==> config.mk <==
export PLATFORM = sky130hd
export DESIGN_NAME = cli_front
export DESIGN_NICKNAME = d
export VERILOG_FILES = /design/src/rtl/cli_pkg.sv /design/src/rtl/cli_front.sv
export SDC_FILE = /design/constraint.sdc
export NUM_CORES = 1
export LEC_CHECK = 0
export ABC_AREA = 1
export BUFFER_PORTS_ARGS = -buffer_cell sky130_fd_sc_hd__clkbuf_2
export CAP_MARGIN = 20
export CELL_PAD_IN_SITES_DETAIL_PLACEMENT = 2
export CELL_PAD_IN_SITES_GLOBAL_PLACEMENT = 2
export CORE_MARGIN = 5
export CORE_UTILIZATION = 34
export DETAILED_ROUTE_END_ITERATION = 10
export PLACE_DENSITY = 0.87
export SLEW_MARGIN = 30
export SYNTH_ARGS = -nofsm -noshare
export SYNTH_HDL_FRONTEND = slang
export SYNTH_SLANG_ARGS = --single-unit
export TNS_END_PERCENT = 5
==> constraint.sdc <==
create_clock -name clk_i -period 7.8 [get_ports clk_i]
set_input_delay 0.39 -clock clk_i [delete_from_list [all_inputs] [get_ports clk_i]]
set_output_delay 0.39 -clock clk_i [all_outputs]
set_load 0.005 [all_outputs]
==> src/rtl/cli_pkg.sv <==
// Package for the curve linear interpolator: shared constants and types.
// Used by every module in rtl/.
`default_nettype none
package cli_pkg;
  localparam int unsigned MaxPointsDefault = 64;
  localparam int unsigned CountW = 7;
  localparam int unsigned SpanW  = 16;
  localparam int unsigned CfgW   = 16;
  localparam int unsigned DataW  = 32;

  typedef enum logic {
    OP_WRITE = 1'b0,
    OP_QUERY = 1'b1
  } op_e;

  typedef enum logic {
    CFG_POINT_COUNT = 1'b0,
    CFG_MIN_SPAN    = 1'b1
  } cfg_idx_e;

  typedef enum logic [2:0] {
    ST_IDLE,
    ST_FIRST,
    ST_SCAN,
    ST_PREV,
    ST_MUL,
    ST_DIV,
    ST_OUT
  } eng_state_e;

  // One classified item handed from the front end to the engine.
  typedef struct packed {
    logic              is_query;
    logic [5:0]        index;
    logic [DataW-1:0]  px;
    logic [DataW-1:0]  py;
    logic [DataW-1:0]  qx;
  } item_t;
endpackage
`default_nettype wire

==> src/rtl/cli_front.sv <==
// Front end: accepts items and queues them for the engine (two-entry queue).
// Depends on cli_pkg.
`default_nettype none
module cli_front (
  input  wire logic           clk_i,
  input  wire logic           rst_ni,
  input  wire logic           push_i,
  output logic                full_o,
  input  wire cli_pkg::item_t item_i,
  output logic                valid_o,
  output cli_pkg::item_t      item_o,
  input  wire logic           take_i
);
  import cli_pkg::*;

  item_t      mem_q [2];
  logic       wp_q, rp_q;
  logic [1:0] cnt_q;
  logic       do_push, do_pop;

  assign full_o  = cnt_q == 2'd2;
  assign valid_o = cnt_q != 2'd0;
  assign item_o  = mem_q[rp_q];
  assign do_push = push_i && !full_o;
  assign do_pop  = take_i && valid_o;

  always_ff @(posedge clk_i) begin
    if (do_push) begin
      mem_q[wp_q] <= item_i;
    end
  end

  always_ff @(posedge clk_i or negedge rst_ni) begin
    if (!rst_ni) begin
      wp_q  <= 1'b0;
      rp_q  <= 1'b0;
      cnt_q <= 2'd0;
    end else begin
      if (do_push) begin
        wp_q <= ~wp_q;
      end
      if (do_pop) begin
        rp_q <= ~rp_q;
      end
      cnt_q <= cnt_q + {1'b0, do_push} - {1'b0, do_pop};
    end
  end
endmodule
`default_nettype wire

==> results.sh, run 1 <==
export IMPL_grt_pass1_wl_microns=32550
export IMPL_fin_setup_tns_ns=0
export IMPL_grt_overflow=0
export IMPL_max_freq_mhz=286.5
export IMPL_hold_viol_final=0
export IMPL_yosys_area_top_type="edfxtp_1"
export IMPL_setup_viol=0
export IMPL_skew_ns=0.01880
export IMPL_dieArea_sq_um=25890
export IMPL_slew_headroom_pct=46.12
export IMPL_cp_end_kind="primary output"
export IMPL_power_mw=3.841
export IMPL_setup_ws_ns=4.310
export IMPL_grt_use_total_pct=16.00
export IMPL_cap_violations=0
export IMPL_syn_inst=571
export IMPL_synth_seq_area_share_pct=81.18
export IMPL_power_density_nw_per_um2=388.8
export IMPL_ys_top_cells_by_count="322 x nand2_1, 206 x edfxtp_1, 14 x buf_2"
export IMPL_hp_class="in -> reg"
export IMPL_gp_congestion=0.7035
export IMPL_status="finished clean"
export IMPL_min_period_over_period_pct=44.75
export IMPL_tightest_slew_ns=0.8082
export IMPL_hold_ws_ns=0.07268
export IMPL_dr_pass1_iters=4
export IMPL_dpl_worst_slack_ns=4.824
export IMPL_initial_core_util_pct=34.41
export IMPL_clk_pin_slew_ns=0.06
export IMPL_drt_iter0_drc=234
export IMPL_grt_pass1_vias=5807
export IMPL_place_hpwl_microns=14330
export IMPL_cts_buffer_depth=3
export IMPL_power_leakage_nw=4.292
export IMPL_yosysWarningCount=0
export IMPL_synth_edff_count=206
export IMPL_synth_cell_types=11
export IMPL_core_sq_um=22500
export IMPL_root_buffer="clkbuf_16"
export IMPL_yosysMostFrequentCell="nand2_1"
export IMPL_synth_ff_type="edfxtp_1"
export IMPL_syn_avg_cell_area_sq_um=13.56
export IMPL_arrival_ns=3.10
export IMPL_antenna_cells=0
export IMPL_place_inst=1049
export IMPL_io_pins=212
export IMPL_crit_required_ns=7.41
export IMPL_netlist_top_cells_area="edfxtp_1 80%, nand2_1 16%, dfrtp_1 1.3%, buf_6 1.2%, buf_2 0.90%"
export IMPL_final_antenna_net_count=0
export IMPL_final_area_sq_um=9879
export IMPL_final_nets=900
export IMPL_drive_above_1_share_pct=31.06
export IMPL_die_x_microns=160.9
export IMPL_vias_per_cell=4.589
export IMPL_synthArstFlopShare_pct=1.905
export IMPL_drc_errors=0
export IMPL_antenna_found_initial=0
export IMPL_final_util_pct=43.90
export IMPL_insertion_delay_ns=0.51
export IMPL_vias=5016
export IMPL_area_delta_synth_final_pct=27.58
export IMPL_final_min_clock_period_ns=3.490
export IMPL_drv_slew=0
export IMPL_synth_seq_cells=210
export IMPL_h_tree_depth=1
export IMPL_row_count=55
export IMPL_path_class="reg -> out"
export IMPL_critPathMaxFanout=59
export IMPL_fin_cells=1093
export IMPL_critPathLaunchType="flop"
export IMPL_mappedNetlistArea_sq_um=7744
export IMPL_peakVddDrop_mv=0.1903
export IMPL_grt_max_degree=79
export IMPL_nFillCells=2295
export IMPL_cts_sinks=210
export IMPL_fp_dieH_microns=160.9
export IMPL_portBuffers=211
export IMPL_post_dp_cell_area_sq_um=9065
export IMPL_rsz0062_at_grt="no"
export IMPL_syn_num_nets=680
export IMPL_cts_tree="built"
export IMPL_cts_made_buffers=24
export IMPL_synth_top_cell_area_share_pct=79.88
export IMPL_drt_wirelength_per_cell_microns=19.15
export IMPL_drt_wl_total_microns=20930
report_power, final:
group | internal [mW] | total, mW | switching, mW
logic | 0.355 | 1.06 | 0.703
clock network | 0.711 | 1.13 | 0.423
registers | 1.54 | 1.65 | 0.107
total | 2.61 | 3.84 | 1.23
cell families (layout without fill, tap and decap cells):
logic type    count (synthesis)  after routing  share of synthesized area, %
flops                       210            210                         81.18
fa+ha+maj                     2              2                        0.3231
simple gates                326            326                         15.85
buf+inv                      33            270                         2.650
area by class of cell:
class	count	area, sq um	share of cell area, %
sequential	210	6290	63.67
multi-input combinational	328	1260	12.75
timing repair buffer	217	1131	11.45
clock buffer	29	640.6	6.484
tap	285	356.6	3.609
clock inverter	14	160.2	1.621
inverter	10	41.29	0.4179
path summary, 6_finish.rpt:
kind | from | to | slack (ns) | cells after the start
hold reg to reg | wp_q | wp_q | 0.47 | 2
setup reg to reg | cnt_q[0] | mem_q[1][16] | 5.51 | 5
min in group asynchronous | rst_ni | cnt_q[1] | 0.24 | 2
hold / removal | item_i[73] | mem_q[0][73] | 0.07 | 1
setup / recovery | rp_q | item_o[65] | 4.31 | 5
max in group asynchronous | rst_ni | rp_q | 7.41 | 2
critical path: stages, from the launching register on:
cell      delay, ns
dfrtp_4        0.80
clkinv_2       0.71
buf_4          0.57
nand2_1        0.18
nand2_1        0.08
clkbuf_2       0.13
flip-flops by register name, summed over array words and instances, names as in the netlist:
register,flops
cnt_q,2
wp_q,1
rp_q,1
mem_q,206
layout by cell type, fill, tap and decap left out:
master         netlist  layout
buf_16               0       1
buf_4                1       2
buf_6                8       2
bufinv_16            0       4
clkbuf_1             0       4
clkbuf_16            0      25
clkbuf_2             0     211
clkinv_1             0       8
clkinv_2             0       3
dfrtp_1              4       3
dfrtp_4              0       1
dlygate4sd3_1        0       1
edfxtp_1           206     206
ha_1                 2       2
inv_1                9       8
inv_4                0       1
nand2_1            322     322
nand3_1              3       3
nor2_4               0       1
layer usage:
metal / track usage [%] / routed length (microns) / up-vias
met4: 3.761 / 439 / 0
li1: - / - / 2360
met5: 0 / 0 / -
met3: 3.644 / 1312 / 28
met1: 18.62 / 8010 / 2470
met2: 29.91 / 11170 / 158
repair_timing:
item,CTS,global route
endpoints found under the setup margin,0,0
hold buffers,1,0
resized for setup,0,0
setup buffers,0,0
endpoints found under the hold margin,4,0
No activity file was read; power rests on OpenSTA's default activity.
==> inputs of run 2 (changes only) <==
Settings changed: CORE_UTILIZATION 34 to 31, PLACE_DENSITY 0.87 to 0.84.
Clock period 7.8 ns to 3.18 ns, I/O delays scaled along.
==> results.sh, run 2 (same netlist as run 1, synthesis figures left out) <==
export IMPL_core_sq_um=24460
export IMPL_gp_congestion=0.7008
export IMPL_cts_tree="built"
export IMPL_slew_headroom_pct=47.02
export IMPL_hp_class="in -> async"
export IMPL_top_regs="mem_q (206), cnt_q (2)"
export IMPL_peakVddDrop_mv=0.4076
export IMPL_place_hpwl_microns=14300
export IMPL_h_tree_depth=1
export IMPL_drt_iter0_drc=227
export IMPL_hold_viol_final=0
export IMPL_seq_power_share_pct=43.7
export IMPL_max_freq_mhz=387.7
export IMPL_final_min_clock_period_ns=2.579
export IMPL_final_util_pct=44.43
export IMPL_fin_setup_tns_ns=0
export IMPL_cts_made_buffers=24
export IMPL_cp_end_kind="primary output"
export IMPL_final_nets=1007
export IMPL_rsz0062_at_grt="no"
export IMPL_hold_ws_ns=0.04747
export IMPL_setup_viol=0
export IMPL_tightest_slew_ns=0.7946
export IMPL_grt_pass1_vias=6515
export IMPL_antenna_found_initial=0
export IMPL_skew_ns=0.007592
export IMPL_portBuffers=211
export IMPL_dr_pass1_iters=4
export IMPL_cap_violations=0
export IMPL_initial_core_util_pct=31.66
export IMPL_die_x_microns=168.1
export IMPL_switchingPower_mw=3.186
export IMPL_cts_sinks=210
export IMPL_critPathMaxFanout=55
export IMPL_power_leakage_nw=4.679
export IMPL_drt_wl_total_microns=24600
export IMPL_final_antenna_net_count=0
export IMPL_vias=5557
export IMPL_largest_reg_flops=206
export IMPL_root_buffer="clkbuf_16"
export IMPL_grt_max_degree=56
export IMPL_path_class="reg -> out"
export IMPL_area_delta_synth_final_pct=40.35
export IMPL_antenna_cells=0
export IMPL_grt_overflow=0
export IMPL_p_sw_share_pct=34.16
export IMPL_critPathLaunchType="flop"
export IMPL_registers_top_by_ff_count="mem_q"
export IMPL_min_period_over_period_pct=81.10
export IMPL_post_cts_buffers=0
export IMPL_final_cell_mix="322 x nand2_1, 211 x clkbuf_2, 206 x edfxtp_1"
export IMPL_grt_pass1_wl_microns=37550
export IMPL_final_common_cell="nand2_1"
export IMPL_drc_errors=0
export IMPL_fp_dieH_microns=168.1
export IMPL_grt_use_total_pct=17.03
export IMPL_drt_wirelength_per_cell_microns=19.87
export IMPL_comb_power_share_pct=29.8
export IMPL_cts_buffer_depth=3
export IMPL_pwr_share_clk_pct=26.5
export IMPL_power_density_nw_per_um2=858.1
export IMPL_status="finished clean"
export IMPL_clk_pin_slew_ns=0.06
export IMPL_intPower_mw=6.140
export IMPL_arrival_ns=2.42
export IMPL_row_count=57
export IMPL_vias_per_cell=4.489
export IMPL_drive_above_1_share_pct=27.57
export IMPL_dieArea_sq_um=28240
export IMPL_insertion_delay_ns=0.51
export IMPL_drv_slew=0
export IMPL_io_pins=212
export IMPL_crit_required_ns=3.02
==> run 2: changes by cell type in the layout (fill, tap and decap cells not counted) <==
cell	delta
bufinv_16	-4
clkbuf_1	+7
buf_6	-2
clkinv_8	+1
clkinv_1	-7
clkinv_2	+2
buf_16	-1
dlygate4sd3_1	+105
buf_12	+1
clkinvlp_4	+1
buf_4	+4
clkbuf_16	-1
==> run 2: worst paths after layout <==
check | endpoint | slack [ns] | cells past startpoint | start
max | item_o[0] | 0.60 | 4 | rp_q
min | cnt_q[1] | 0.05 | 2 | rst_ni
max reg2reg | mem_q[0][67] | 1.30 | 4 | cnt_q[1]
min reg2reg | wp_q | 0.50 | 2 | wp_q
max in group asynchronous | rp_q | 2.98 | 2 | rst_ni
min in group clk_i | mem_q[1][48] | 0.39 | 2 | item_i[48]
==> run 2: repair_timing <==
item,4_1_cts,5_1_grt
resized for setup,0,0
hold buffers,106,0
endpoints found under the hold margin,212,0
==> run 2: final cells by class <==
type | count | area, sq um
flip-flops and latches | 210 | 6290
fillers | 2448 | 13590
well taps | 324 | 405.4
repair buffers | 324 | 2182
inverters | 10 | 41.29
clock buffers | 35 | 641.9
multi-input cells | 328 | 1260
clock inverters | 7 | 47.55
==> run 2: critical path: stages (launching register included) <==
cell and delay (ns):
dfrtp_4 0.81, buf_4 0.64, nand2_1 0.17, nand2_1 0.14
clkbuf_2 0.13
==> run 2: power groups by stage <==
stage	Clock [mW]	Sequential [mW]	Combinational [mW]
after floorplan	0	3.97	1.49
after global placement	0	4.06	2.56
after detailed placement	0	4.11	2.68
after CTS	2.53	4.06	2.81
after global routing	2.68	4.14	3.12
final	2.47	4.07	2.78
==> run 2: per-stage QoR <==
step	std cells	setup WS [ns]	area, sq um	power, mW
global placement	1090	1.147	9117	6.625
detailed placement	1090	1.083	9117	6.796
finish	1238	0.6009	10870	9.326
floorplan	571	0.1530	7751	5.460
CTS	1238	0.5346	10870	9.399
global route	1238	0.4195	10870	9.941
==> run 2: routing by layer <==
metal,GRT usage (%),share of wire [%],wire length [microns]
met4,3.776,1.9,456
met5,0,0,0
met3,3.283,5.1,1251
met2,33.18,56,13720
met1,19.11,37,9165
